<file path="src/design/spl_pkg.sv">
package spl_pkg;

    typedef enum logic [2:0] {
        OP_INSERT = 3'd0,
        OP_REKEY  = 3'd1,
        OP_REMOVE = 3'd2,
        OP_WALK   = 3'd3,
        OP_CLEAR  = 3'd4
    } op_t;

    localparam logic [1:0] ST_OK         = 2'd0;
    localparam logic [1:0] ST_LISTED     = 2'd1;
    localparam logic [1:0] ST_NOT_LISTED = 2'd2;

    localparam logic [1:0] MODE_ASC  = 2'd0;
    localparam logic [1:0] MODE_DESC = 2'd1;
    localparam logic [1:0] MODE_EQ   = 2'd2;

    localparam logic REG_COMPARE_MODE = 1'b0;
    localparam logic REG_TIE_FIRST    = 1'b1;

    localparam int SLOT_W = 5;
    localparam int KEY_W  = 32;

    // classified command handed from the front to the back
    typedef struct packed {
        logic [2:0]        op;
        logic [SLOT_W-1:0] slot;
        logic [KEY_W-1:0]  key;
        logic [1:0]        status;
    } cmd_t;

    typedef struct packed {
        logic [1:0]        status;
        logic [SLOT_W-1:0] slot;
        logic [KEY_W-1:0]  key;
        logic              valid;
        logic              last;
    } res_t;

    // true when the scan passes over an entry with key cur for new key nk
    function automatic logic scan_skips(input logic [KEY_W-1:0] nk,
                                        input logic [KEY_W-1:0] cur,
                                        input logic [1:0] mode,
                                        input logic tie);
        logic gt;
        logic lt;
        gt = $signed(nk) > $signed(cur);
        lt = $signed(nk) < $signed(cur);
        if (mode == MODE_ASC && gt)
            return 1'b1;
        if (mode == MODE_DESC && lt)
            return 1'b1;
        if (nk != cur && mode != MODE_EQ)
            return 1'b0;
        return !tie;
    endfunction

endpackage

</file>
<file path="src/design/spl_front.sv">
module spl_front #(
    parameter int SLOTS = 32
) (
    input  logic                      clk,
    input  logic                      rst_n,
    input  logic                      in_valid,
    output logic                      in_ready,
    input  logic [2:0]                operation,
    input  logic [spl_pkg::SLOT_W-1:0] node_slot,
    input  logic [spl_pkg::KEY_W-1:0] order_key,
    output logic                      cmd_valid,
    input  logic                      cmd_ready,
    output spl_pkg::cmd_t             cmd,
    input  logic                      clr_listed,
    input  logic                      set_listed,
    input  logic                      drop_listed,
    input  logic [spl_pkg::SLOT_W-1:0] upd_slot
);
    import spl_pkg::*;

    localparam int QD = 2;

    logic [SLOTS-1:0] listed_reg;
    logic [SLOTS-1:0] listed_next;
    cmd_t             q_reg [QD];
    logic [1:0]       cnt_reg;
    logic             rd_reg;
    logic             wr_reg;
    logic             busy_reg;
    logic             busy_next;
    logic             push;
    logic             pop;
    logic             in_range;
    logic             listed;
    cmd_t             c;

    // one command in flight at a time; listed marks follow the back part
    assign in_ready  = !busy_reg && cnt_reg < 2'(QD);
    assign push      = in_valid && in_ready;
    assign pop       = cmd_valid && cmd_ready;
    assign cmd_valid = cnt_reg != 2'd0;
    assign cmd       = q_reg[rd_reg];

    assign in_range = 32'(node_slot) < SLOTS;
    assign listed   = in_range && listed_reg[node_slot[$clog2(SLOTS)-1:0]];

    always_comb
    begin
        c.op     = operation;
        c.slot   = node_slot;
        c.key    = order_key;
        c.status = ST_OK;
        case (operation)
            OP_INSERT:
            begin
                if (!in_range)
                    c.status = ST_NOT_LISTED;
                else if (listed)
                    c.status = ST_LISTED;
            end
            OP_REKEY, OP_REMOVE:
            begin
                if (!listed)
                    c.status = ST_NOT_LISTED;
            end
            default: c.status = ST_OK;
        endcase
    end

    always_comb
    begin
        listed_next = listed_reg;
        if (clr_listed)
            listed_next = '0;
        if (set_listed)
            listed_next[upd_slot[$clog2(SLOTS)-1:0]] = 1'b1;
        if (drop_listed)
            listed_next[upd_slot[$clog2(SLOTS)-1:0]] = 1'b0;
        busy_next = busy_reg;
        if (push)
            busy_next = 1'b1;
        if (clr_listed || set_listed || drop_listed || pop && cmd.status != ST_OK
            || pop && cmd.op != OP_INSERT && cmd.op != OP_REKEY
               && cmd.op != OP_REMOVE && cmd.op != OP_CLEAR)
            busy_next = 1'b0;
    end

    always_ff @(posedge clk or negedge rst_n)
    begin
        if (!rst_n)
        begin
            listed_reg <= '0;
            cnt_reg    <= '0;
            rd_reg     <= 1'b0;
            wr_reg     <= 1'b0;
            busy_reg   <= 1'b0;
        end
        else
        begin
            listed_reg <= listed_next;
            busy_reg   <= busy_next;
            if (push)
                wr_reg <= !wr_reg;
            if (pop)
                rd_reg <= !rd_reg;
            cnt_reg <= cnt_reg + 2'(push) - 2'(pop);
        end
    end

    always_ff @(posedge clk)
    begin
        if (push)
            q_reg[wr_reg] <= c;
    end

endmodule

</file>
<file path="src/design/spl_back.sv">
module spl_back #(
    parameter int SLOTS = 32
) (
    input  logic           clk,
    input  logic           rst_n,
    input  logic           cmd_valid,
    output logic           cmd_ready,
    input  spl_pkg::cmd_t  cmd,
    input  logic [1:0]     compare_mode,
    input  logic           tie_first,
    output logic           res_valid,
    input  logic           res_ready,
    output spl_pkg::res_t  res,
    output logic           clr_listed,
    output logic           set_listed,
    output logic           drop_listed,
    output logic [spl_pkg::SLOT_W-1:0] upd_slot
);
    import spl_pkg::*;

    localparam int AW = $clog2(SLOTS);
    localparam int CW = $clog2(SLOTS + 1);

    typedef enum logic [7:0] {
        S_IDLE   = 8'b0000_0001,
        S_RFIND  = 8'b0000_0010,
        S_RSHIFT = 8'b0000_0100,
        S_IFIND  = 8'b0000_1000,
        S_ISHIFT = 8'b0001_0000,
        S_WALK   = 8'b0010_0000,
        S_WKEY   = 8'b0100_0000,
        S_OUT    = 8'b1000_0000
    } state_t;

    logic [SLOT_W-1:0] pos_mem [SLOTS];
    logic [KEY_W-1:0]  key_mem [SLOTS];

    state_t            state_reg;
    state_t            state_next;
    cmd_t              cur_reg;
    logic [CW-1:0]     count_reg;
    logic [CW-1:0]     count_next;
    logic [CW-1:0]     idx_reg;
    logic [CW-1:0]     idx_next;
    logic [CW-1:0]     ins_reg;
    logic [CW-1:0]     ins_next;
    logic [SLOT_W-1:0] pos_rd_reg;
    logic [AW-1:0]     ra_reg;
    logic              pend_reg;
    logic              pend_next;
    logic              rval_reg;
    logic              rval_next;
    res_t              r_reg;
    res_t              r_next;
    logic              pos_we;
    logic [AW-1:0]     pos_wa;
    logic [SLOT_W-1:0] pos_wd;
    logic [AW-1:0]     pos_ra;
    logic              key_we;
    logic [AW-1:0]     key_ra;
    logic [KEY_W-1:0]  key_rd_reg;
    logic              out_free;

    assign res_valid = rval_reg;
    assign res       = r_reg;
    assign out_free  = !rval_reg || res_ready;
    assign cmd_ready = state_reg == S_IDLE;

    // memories: one write port, registered read
    always_ff @(posedge clk)
    begin
        if (pos_we)
            pos_mem[pos_wa] <= pos_wd;
        pos_rd_reg <= pos_mem[pos_ra];
        if (key_we)
            key_mem[cur_reg.slot[AW-1:0]] <= cur_reg.key;
        key_rd_reg <= key_mem[key_ra];
    end

    always_comb
    begin
        state_next  = state_reg;
        count_next  = count_reg;
        idx_next    = idx_reg;
        ins_next    = ins_reg;
        pend_next   = 1'b0;
        rval_next   = rval_reg && !res_ready;
        r_next      = r_reg;
        pos_we      = 1'b0;
        pos_wa      = idx_reg[AW-1:0];
        pos_wd      = pos_rd_reg;
        // hold the last read address until a new one is issued
        pos_ra      = ra_reg;
        key_we      = 1'b0;
        key_ra      = pos_rd_reg[AW-1:0];
        clr_listed  = 1'b0;
        set_listed  = 1'b0;
        drop_listed = 1'b0;
        upd_slot    = cur_reg.slot;
        case (state_reg)
            S_IDLE:
            begin
                idx_next = '0;
                ins_next = '0;
                pos_ra   = '0;
                if (cmd_valid)
                begin
                    if (cmd.status != ST_OK)
                        state_next = S_OUT;
                    else
                    begin
                        case (cmd.op)
                            OP_INSERT: state_next = S_IFIND;
                            OP_REKEY, OP_REMOVE: state_next = S_RFIND;
                            OP_WALK: state_next = (count_reg == '0) ? S_OUT : S_WALK;
                            OP_CLEAR:
                            begin
                                count_next = '0;
                                clr_listed = 1'b1;
                                state_next = S_OUT;
                            end
                            default: state_next = S_OUT;
                        endcase
                    end
                    pend_next = 1'b1;
                end
            end
            S_RFIND:
            begin
                // pos_rd_reg holds entry idx_reg once pend is clear
                if (!pend_reg)
                begin
                    if (pos_rd_reg == cur_reg.slot)
                    begin
                        idx_next   = idx_reg;
                        state_next = S_RSHIFT;
                        pos_ra     = AW'(idx_reg + 1'b1);
                        pend_next  = 1'b1;
                    end
                    else
                    begin
                        idx_next  = idx_reg + 1'b1;
                        pos_ra    = AW'(idx_reg + 1'b1);
                        pend_next = 1'b1;
                    end
                end
            end
            S_RSHIFT:
            begin
                // pull later entries up one place
                if (!pend_reg)
                begin
                    if (idx_reg + 1'b1 >= count_reg)
                    begin
                        count_next  = count_reg - 1'b1;
                        if (cur_reg.op == OP_REMOVE)
                        begin
                            drop_listed = 1'b1;
                            state_next  = S_OUT;
                        end
                        else
                        begin
                            idx_next   = '0;
                            ins_next   = '0;
                            pos_ra     = '0;
                            pend_next  = 1'b1;
                            state_next = S_IFIND;
                        end
                    end
                    else
                    begin
                        pos_we    = 1'b1;
                        pos_wa    = idx_reg[AW-1:0];
                        idx_next  = idx_reg + 1'b1;
                        pos_ra    = AW'(idx_reg + 2'd2);
                        pend_next = 1'b1;
                    end
                end
            end
            S_IFIND:
            begin
                // first cycle writes the key; pos read then key read per entry
                key_we = idx_reg == '0 && pend_reg;
                if (idx_reg >= count_reg)
                begin
                    ins_next   = idx_reg;
                    idx_next   = count_reg;
                    pos_ra     = AW'(count_reg - 1'b1);
                    pend_next  = 1'b1;
                    state_next = S_ISHIFT;
                end
                else if (!pend_reg && !ins_reg[0])
                begin
                    ins_next = CW'(1);
                end
                else if (!pend_reg)
                begin
                    ins_next = '0;
                    if (scan_skips(cur_reg.key, key_rd_reg, compare_mode, tie_first))
                    begin
                        idx_next  = idx_reg + 1'b1;
                        pos_ra    = AW'(idx_reg + 1'b1);
                        pend_next = 1'b1;
                    end
                    else
                    begin
                        ins_next   = idx_reg;
                        idx_next   = count_reg;
                        pos_ra     = AW'(count_reg - 1'b1);
                        pend_next  = 1'b1;
                        state_next = S_ISHIFT;
                    end
                end
            end
            S_ISHIFT:
            begin
                // move entries down one place from the tail to the gap
                if (!pend_reg)
                begin
                    pos_we = 1'b1;
                    pos_wa = idx_reg[AW-1:0];
                    if (idx_reg == ins_reg)
                    begin
                        pos_wd     = cur_reg.slot;
                        count_next = count_reg + 1'b1;
                        set_listed = 1'b1;
                        state_next = S_OUT;
                    end
                    else
                    begin
                        idx_next  = idx_reg - 1'b1;
                        pos_ra    = AW'(idx_reg - 2'd2);
                        pend_next = 1'b1;
                    end
                end
            end
            S_WALK:
            begin
                // pos_rd_reg valid; fetch its key
                if (!pend_reg)
                begin
                    pend_next  = 1'b1;
                    state_next = S_WKEY;
                end
            end
            S_WKEY:
            begin
                if (!pend_reg && out_free)
                begin
                    rval_next    = 1'b1;
                    r_next.status = ST_OK;
                    r_next.slot  = pos_rd_reg;
                    r_next.key   = key_rd_reg;
                    r_next.valid = 1'b1;
                    r_next.last  = idx_reg + 1'b1 >= count_reg;
                    if (idx_reg + 1'b1 >= count_reg)
                        state_next = S_IDLE;
                    else
                    begin
                        idx_next   = idx_reg + 1'b1;
                        pos_ra     = AW'(idx_reg + 1'b1);
                        pend_next  = 1'b1;
                        state_next = S_WALK;
                    end
                end
                else
                    key_ra = pos_rd_reg[AW-1:0];
            end
            S_OUT:
            begin
                if (out_free)
                begin
                    rval_next     = 1'b1;
                    r_next.status = cur_reg.status;
                    r_next.slot   = '0;
                    r_next.key    = '0;
                    r_next.valid  = 1'b0;
                    r_next.last   = 1'b1;
                    state_next    = S_IDLE;
                end
            end
            default: state_next = S_IDLE;
        endcase
    end

    always_ff @(posedge clk or negedge rst_n)
    begin
        if (!rst_n)
        begin
            state_reg <= S_IDLE;
            count_reg <= '0;
            idx_reg   <= '0;
            ins_reg   <= '0;
            ra_reg    <= '0;
            pend_reg  <= 1'b0;
            rval_reg  <= 1'b0;
        end
        else
        begin
            state_reg <= state_next;
            count_reg <= count_next;
            idx_reg   <= idx_next;
            ins_reg   <= ins_next;
            ra_reg    <= pos_ra;
            pend_reg  <= pend_next;
            rval_reg  <= rval_next;
        end
    end

    always_ff @(posedge clk)
    begin
        r_reg <= r_next;
        if (state_reg == S_IDLE && cmd_valid)
            cur_reg <= cmd;
    end

endmodule

</file>
<file path="src/design/sorted_priority_list.sv">
// sorted_priority_list: ordered list of up to SLOTS slots with signed keys.
// Input channel (in_valid/in_ready) carries operation, node_slot, order_key.
// Output channel (out_valid/out_ready) carries status, out_slot, out_key,
// entry_valid and last; every input gives one result, except a walk of a
// non-empty list, which gives one result per entry in list order.
// Config channel (cfg_valid/cfg_ready, cfg_index, cfg_data) writes
// compare_mode (index 0) and tie_first (index 1); write only while idle.
// A front stage checks listed marks and queues commands; the back stage runs
// them one at a time against position and key memories, each with one write port and a registered read.
// Remove and insert step through the position memory one entry at a time over
// its single read port; re-key is a remove followed by an insert; a walk reads
// the position, then the key, of each entry before it gives that entry.
// Reset empties the list, unlists all slots and zeroes both registers.
// On a receiver stall the result holds in the output register and the back
// stage waits at its next result; the front takes at most one more transfer.
module sorted_priority_list #(
    parameter int SLOTS = 32
) (
    input  logic                       clk,
    input  logic                       rst_n,
    input  logic                       in_valid,
    output logic                       in_ready,
    input  logic [2:0]                 operation,
    input  logic [spl_pkg::SLOT_W-1:0] node_slot,
    input  logic signed [spl_pkg::KEY_W-1:0] order_key,
    output logic                       out_valid,
    input  logic                       out_ready,
    output logic [1:0]                 status,
    output logic [spl_pkg::SLOT_W-1:0] out_slot,
    output logic signed [spl_pkg::KEY_W-1:0] out_key,
    output logic                       entry_valid,
    output logic                       last,
    input  logic                       cfg_valid,
    output logic                       cfg_ready,
    input  logic                       cfg_index,
    input  logic [1:0]                 cfg_data
);
    import spl_pkg::*;

    logic [1:0]        mode_reg;
    logic              tie_reg;
    logic              cmd_valid;
    logic              cmd_ready;
    cmd_t              cmd;
    res_t              res;
    logic              clr_listed;
    logic              set_listed;
    logic              drop_listed;
    logic [SLOT_W-1:0] upd_slot;

    assign cfg_ready = 1'b1;

    always_ff @(posedge clk or negedge rst_n)
    begin
        if (!rst_n)
        begin
            mode_reg <= MODE_ASC;
            tie_reg  <= 1'b0;
        end
        else if (cfg_valid)
        begin
            if (cfg_index == REG_COMPARE_MODE)
                mode_reg <= cfg_data;
            else
                tie_reg <= cfg_data[0];
        end
    end

    spl_front #(.SLOTS(SLOTS)) u_front (
        .clk         (clk),
        .rst_n       (rst_n),
        .in_valid    (in_valid),
        .in_ready    (in_ready),
        .operation   (operation),
        .node_slot   (node_slot),
        .order_key   (order_key),
        .cmd_valid   (cmd_valid),
        .cmd_ready   (cmd_ready),
        .cmd         (cmd),
        .clr_listed  (clr_listed),
        .set_listed  (set_listed),
        .drop_listed (drop_listed),
        .upd_slot    (upd_slot)
    );

    spl_back #(.SLOTS(SLOTS)) u_back (
        .clk          (clk),
        .rst_n        (rst_n),
        .cmd_valid    (cmd_valid),
        .cmd_ready    (cmd_ready),
        .cmd          (cmd),
        .compare_mode (mode_reg),
        .tie_first    (tie_reg),
        .res_valid    (out_valid),
        .res_ready    (out_ready),
        .res          (res),
        .clr_listed   (clr_listed),
        .set_listed   (set_listed),
        .drop_listed  (drop_listed),
        .upd_slot     (upd_slot)
    );

    assign status      = res.status;
    assign out_slot    = res.slot;
    assign out_key     = res.key;
    assign entry_valid = res.valid;
    assign last        = res.last;

    a_stall_hold: assert property (@(posedge clk) disable iff (!rst_n)
        out_valid && !out_ready |=> out_valid && $stable(res))
        else $error("result changed while stalled");

    a_entry_ok: assert property (@(posedge clk) disable iff (!rst_n)
        out_valid && entry_valid |-> status == ST_OK)
        else $error("walk entry with error status");

    a_one_update: assert property (@(posedge clk) disable iff (!rst_n)
        $onehot0({clr_listed, set_listed, drop_listed}))
        else $error("conflicting listed mark updates");

endmodule

</file>
<file path="config.mk">
export PLATFORM = sky130hd
export DESIGN_NAME = sorted_priority_list
export DESIGN_NICKNAME = d
export VERILOG_FILES = /design/src/design/spl_pkg.sv /design/src/design/spl_front.sv /design/src/design/spl_back.sv /design/src/design/sorted_priority_list.sv
export SDC_FILE = /design/constraint.sdc
export NUM_CORES = 2
export LEC_CHECK = 0
export BUFFER_PORTS_ARGS = -buffer_cell sky130_fd_sc_hd__buf_2
export CORE_AREA = 5 5 349 351
export DETAILED_ROUTE_END_ITERATION = 16
export DIE_AREA = 0 0 354 356
export PLACE_DENSITY = 0.66
export SLEW_MARGIN = 20
export SYNTH_ARGS = -nofsm -noshare
export SYNTH_HDL_FRONTEND = slang
export SYNTH_HIERARCHICAL = 1
export SYNTH_SLANG_ARGS = --single-unit
</file>
<file path="constraint.sdc">
create_clock -name clk -period 4.84 [get_ports clk]
set_input_delay 0.726 -clock clk [delete_from_list [all_inputs] [get_ports clk]]
set_output_delay 0.726 -clock clk [all_outputs]
set_load 0.05 [all_outputs]
</file>
==> summary.md <==
| Metric | Value |
|---|---|
| Worst-path clk slew | `60 ps` |
| IO Count | `92` |
| GRT overflow | `0` |
| Number of flops mapped to enable cells by yosys | `1351` |
| Max Fclk | `211 MHz` |
| Hold_buf cts | `0` |
| Netlist Area Pre-Place | `58800 sq um` |
| Worst Setup SP | `u_back/idx_reg[0]` |
| R2R Path Start | `u_back/idx_reg[0]` |
| Final WL | `153000 um` |
| Final Cell Area | `67300 sq um` |
| DR vias/cell | `6.30` |
| Worst-Margin Slew | `997 ps` |
| Top FF cell, synth | `edfxtp_1` |
| Minimum clock period | `4740 ps` |
| FF-to-FF End | `u_back/pos_rd_reg[4]` |
| Most frequent cells in the layout | `1351 x edfxtp_1, 320 x mux4_2, 156 x a21oi_1` |
| IO Port Bufs | `90` |
| Final nets | `3453` |
| Root buffer selected by CTS | `clkbuf_16` |
| Synth async-reset ratio | `0.0500` |
| Arr. time, crit path | `5370 ps` |
| Max Cap Violations | `0` |
| Max reg flops | `1024` |
| Largest family of logic cells by synthesized area | `multiplexers` |
| Post-route DRC | `0` |
| Worst reg2reg setup slack | `100 ps` |
| Worst Setup EP | `u_back/pos_rd_reg[4]` |
| Cells after Synth | `3127` |
| Seq/Total Area, Yosys | `0.733` |
| Min-Delay Path Class | `in -> async` |
| Max Buffers Root-to-Sink | `3` |
| Crit. End Element | `flop` |
| GPL Wtd Cong | `0.901` |
| Post-Syn Area per Cell | `18.8 sq um` |
| Initial antenna violation count | `3` |
| PD cells | `608 nW/um^2` |
| Simple-gate share of the synthesized area | `0.0431` |
| Core Util, Final | `0.567` |
| GR Util met1 | `0.347` |
| First-pass GRT wire length | `222000 um` |
| Share of cells above drive strength 1 | `0.273` |
| Clock sink count | `1461` |
| Xor/xnor share of the synthesized area | `0.00432` |
| Final setup violation count | `0` |
| FF-to-FF path depth | `19` |
| Cell Rows | `127` |
| Worst setup margin | `105 ps` |
| Routed WL per cell | `30.5 um` |
| Clock latency on the worst-skew pair | `770 ps` |
| TritonCTS clock tree | `built` |
| Met3 Use GR | `0.0377` |
| #FFs+latches synth | `1461` |
| Core area | `119000 sq um` |
| Vias in the first global route | `32100` |
| Layout Skew | `29.5 ps` |
| Synth Net Count | `3231` |
| Adder-Cell Fraction of Synth Area | `0.0121` |
| Met2 usage | `0.398` |
| Final Power | `40.9 mW` |
| Count of cell types in the netlist | `91` |
| Starting density of the core | `0.496` |
| Mux contribution to synthesized area | `0.146` |
| Die area | `126000 sq um` |
| Synth Area in Compound Gates | `0.0434` |
| Fin crit share | `0.978` |
| Status | `completed` |
| Initial DRC Count | `3592` |
| Worst EP required | `5470 ps` |
| Antenna Nets Post-Route | `0` |
| All-Layer GR Usage | `0.243` |
| CP Launch Type | `flop` |
| Drt pass-1 iters | `6` |
| Final Hold Violating Endpoints | `0` |
| TritonCTS Buffers | `150` |
| CP Max Fanout | `13` |
| Peak VDD IR | `0.568 mV` |
| DIE WIDTH | `354 um` |
| Via Count | `31600` |
| # H-tree levels | `4` |
| Pre-CTS worst setup slack | `-329 ps` |
| Leak | `22.0 nW` |
| Synth warn | `6` |
| Area Overhead vs Synth | `14.4%` |
| Gr busiest metal | `met2` |
| Largest net degree at the start of global routing | `94` |
| Slew Limit Fails | `0` |
| Die H | `356 um` |
| Area after DPL | `62300 sq um` |
| Rel. slew slack | `0.335` |
| Commonest non-fill, non-tap cell in the layout | `edfxtp_1` |
| Setup CP Type | `reg -> reg` |
| Detailed Place HPWL | `86800 um` |
==> worst min path at each step <==
| stage | endpoint | depth (start not counted) | startpoint | slack [ps] |
|---|---|---|---|---|
| finish | mode_reg[0] | 2 | rst_n | 90 |
| global route | u_front/q_reg[0][19] | 1 | order_key[17] | 100 |
| CTS | u_front/q_reg[0][19] | 1 | order_key[17] | 80 |
| detailed placement | u_front/cnt_reg[0] | 1 | u_front/cnt_reg[0] | 500 |
| global placement | u_front/cnt_reg[0] | 1 | u_front/cnt_reg[0] | 480 |
| floorplan | mode_reg[0] | 0 | rst_n | 430 |
==> through the flow <==
stage / TNS (ps) / hold slack (ps) / cells
3_3_place_gp: -1350 / 484 / 4742
4_1_cts: 0 / 80.5 / 5014
2_1_floorplan: 0 / 430 / 3127
5_1_grt: -16.2 / 98.2 / 5018
3_5_place_dp: -1450 / 497 / 4742
6_report: 0 / 87.1 / 5018
==> critical path, cell delays in order, from the launching register on <==
cell and delay, ps:
dfrtp_1 440, ha_1 370, nand3_1 150, xnor2_1 220
ha_1 270, a21o_1 180, a21o_1 210, a211o_1 280
buf_4 170, mux2i_1 150, nor2_1 60, a2111oi_1 430
o221a_2 420, inv_2 160, buf_4 210, nor3_1 210
a32oi_1 80, and4b_1 250, a31oi_1 210, o211ai_1 130
==> cell type report <==
class,instances,area [sq um]
antenna,1,2.50
multi-input combinational,1426,15000
tap,1548,1940
clock inverter,76,907
fill,8726,51400
sequential,1461,43200
clock buffer,196,4000
timing repair buffer,248,2040
inverter,62,233
==> kinds of logic (layout without fill, tap and decap cells) <==
| kind of cell | count (synthesis) | in the layout |
|---|---|---|
| DFF | 1461 | 1461 |
| and+or+nand+nor | 506 | 506 |
| muxes | 449 | 449 |
| AOI/OAI and AO/OA | 384 | 384 |
| buffers and inverters | 240 | 582 |
| adders and majority gates | 57 | 57 |
| xor gates and xnor gates | 29 | 29 |
| other | 1 | 2 |
==> Yosys cell counts (5+ instances only) <==
master / n / area [sq um]
dfrtp_1: 72 / 1800
mux2i_1: 47 / 470
clkbuf_1: 100 / 375
a31oi_1: 24 / 150
o31ai_1: 8 / 60.1
a221oi_1: 6 / 52.6
a21oi_1: 157 / 786
nor3_1: 54 / 270
a32oi_1: 10 / 87.6
buf_4: 9 / 67.6
nor4_1: 8 / 50.1
nand2b_1: 12 / 75.1
nor2_1: 123 / 462
o22ai_1: 10 / 62.6
xnor2_1: 19 / 166
nand3_1: 49 / 245
a21o_1: 7 / 52.6
o21ai_0: 25 / 125
and3_1: 13 / 81.3
o211ai_1: 13 / 97.6
a22o_1: 5 / 43.8
nor2b_1: 43 / 269
ha_1: 56 / 701
o21a_1: 6 / 45.0
inv_1: 58 / 218
mux2_2: 81 / 912
and2_1: 11 / 68.8
nor3b_2: 5 / 62.6
a2111oi_0: 5 / 43.8
nor3b_1: 7 / 52.6
dfxtp_1: 37 / 741
edfxtp_1: 1351 / 40600
buf_6: 5 / 56.3
xor2_1: 10 / 87.6
mux4_2: 320 / 7210
a211oi_1: 54 / 405
nor4b_1: 7 / 61.3
nand4_1: 20 / 125
a211o_1: 5 / 43.8
buf_2: 23 / 115
nand2_1: 127 / 477
buf_1: 40 / 150
a22oi_1: 13 / 97.6
==> what timing repair did <==
item,4_1_cts,5_1_grt
setup buffers,0,3
gates cloned,0,0
pin swaps,0,2
gates resized for setup,4,10
endpoints found under the setup margin,5,5
hold endpoints to repair,0,0
==> power breakdown <==
part | internal [mW] | switching (mW) | total, mW
Combinational | 5.03 | 7.63 | 12.7
Sequential | 16.0 | 0.738 | 16.8
Clock | 6.68 | 4.81 | 11.5
Total | 27.7 | 13.2 | 40.9
==> layer usage <==
metal | wire length (um) | vias to the layer above | share of wire
met5 | 0 | - | 0
met4 | 3330 | 0 | 0.022
met3 | 11800 | 224 | 0.077
met2 | 75200 | 1466 | 0.49
met1 | 62500 | 16800 | 0.41
li1 | - | 13200 | -
(Power assumes the default switching activity.)
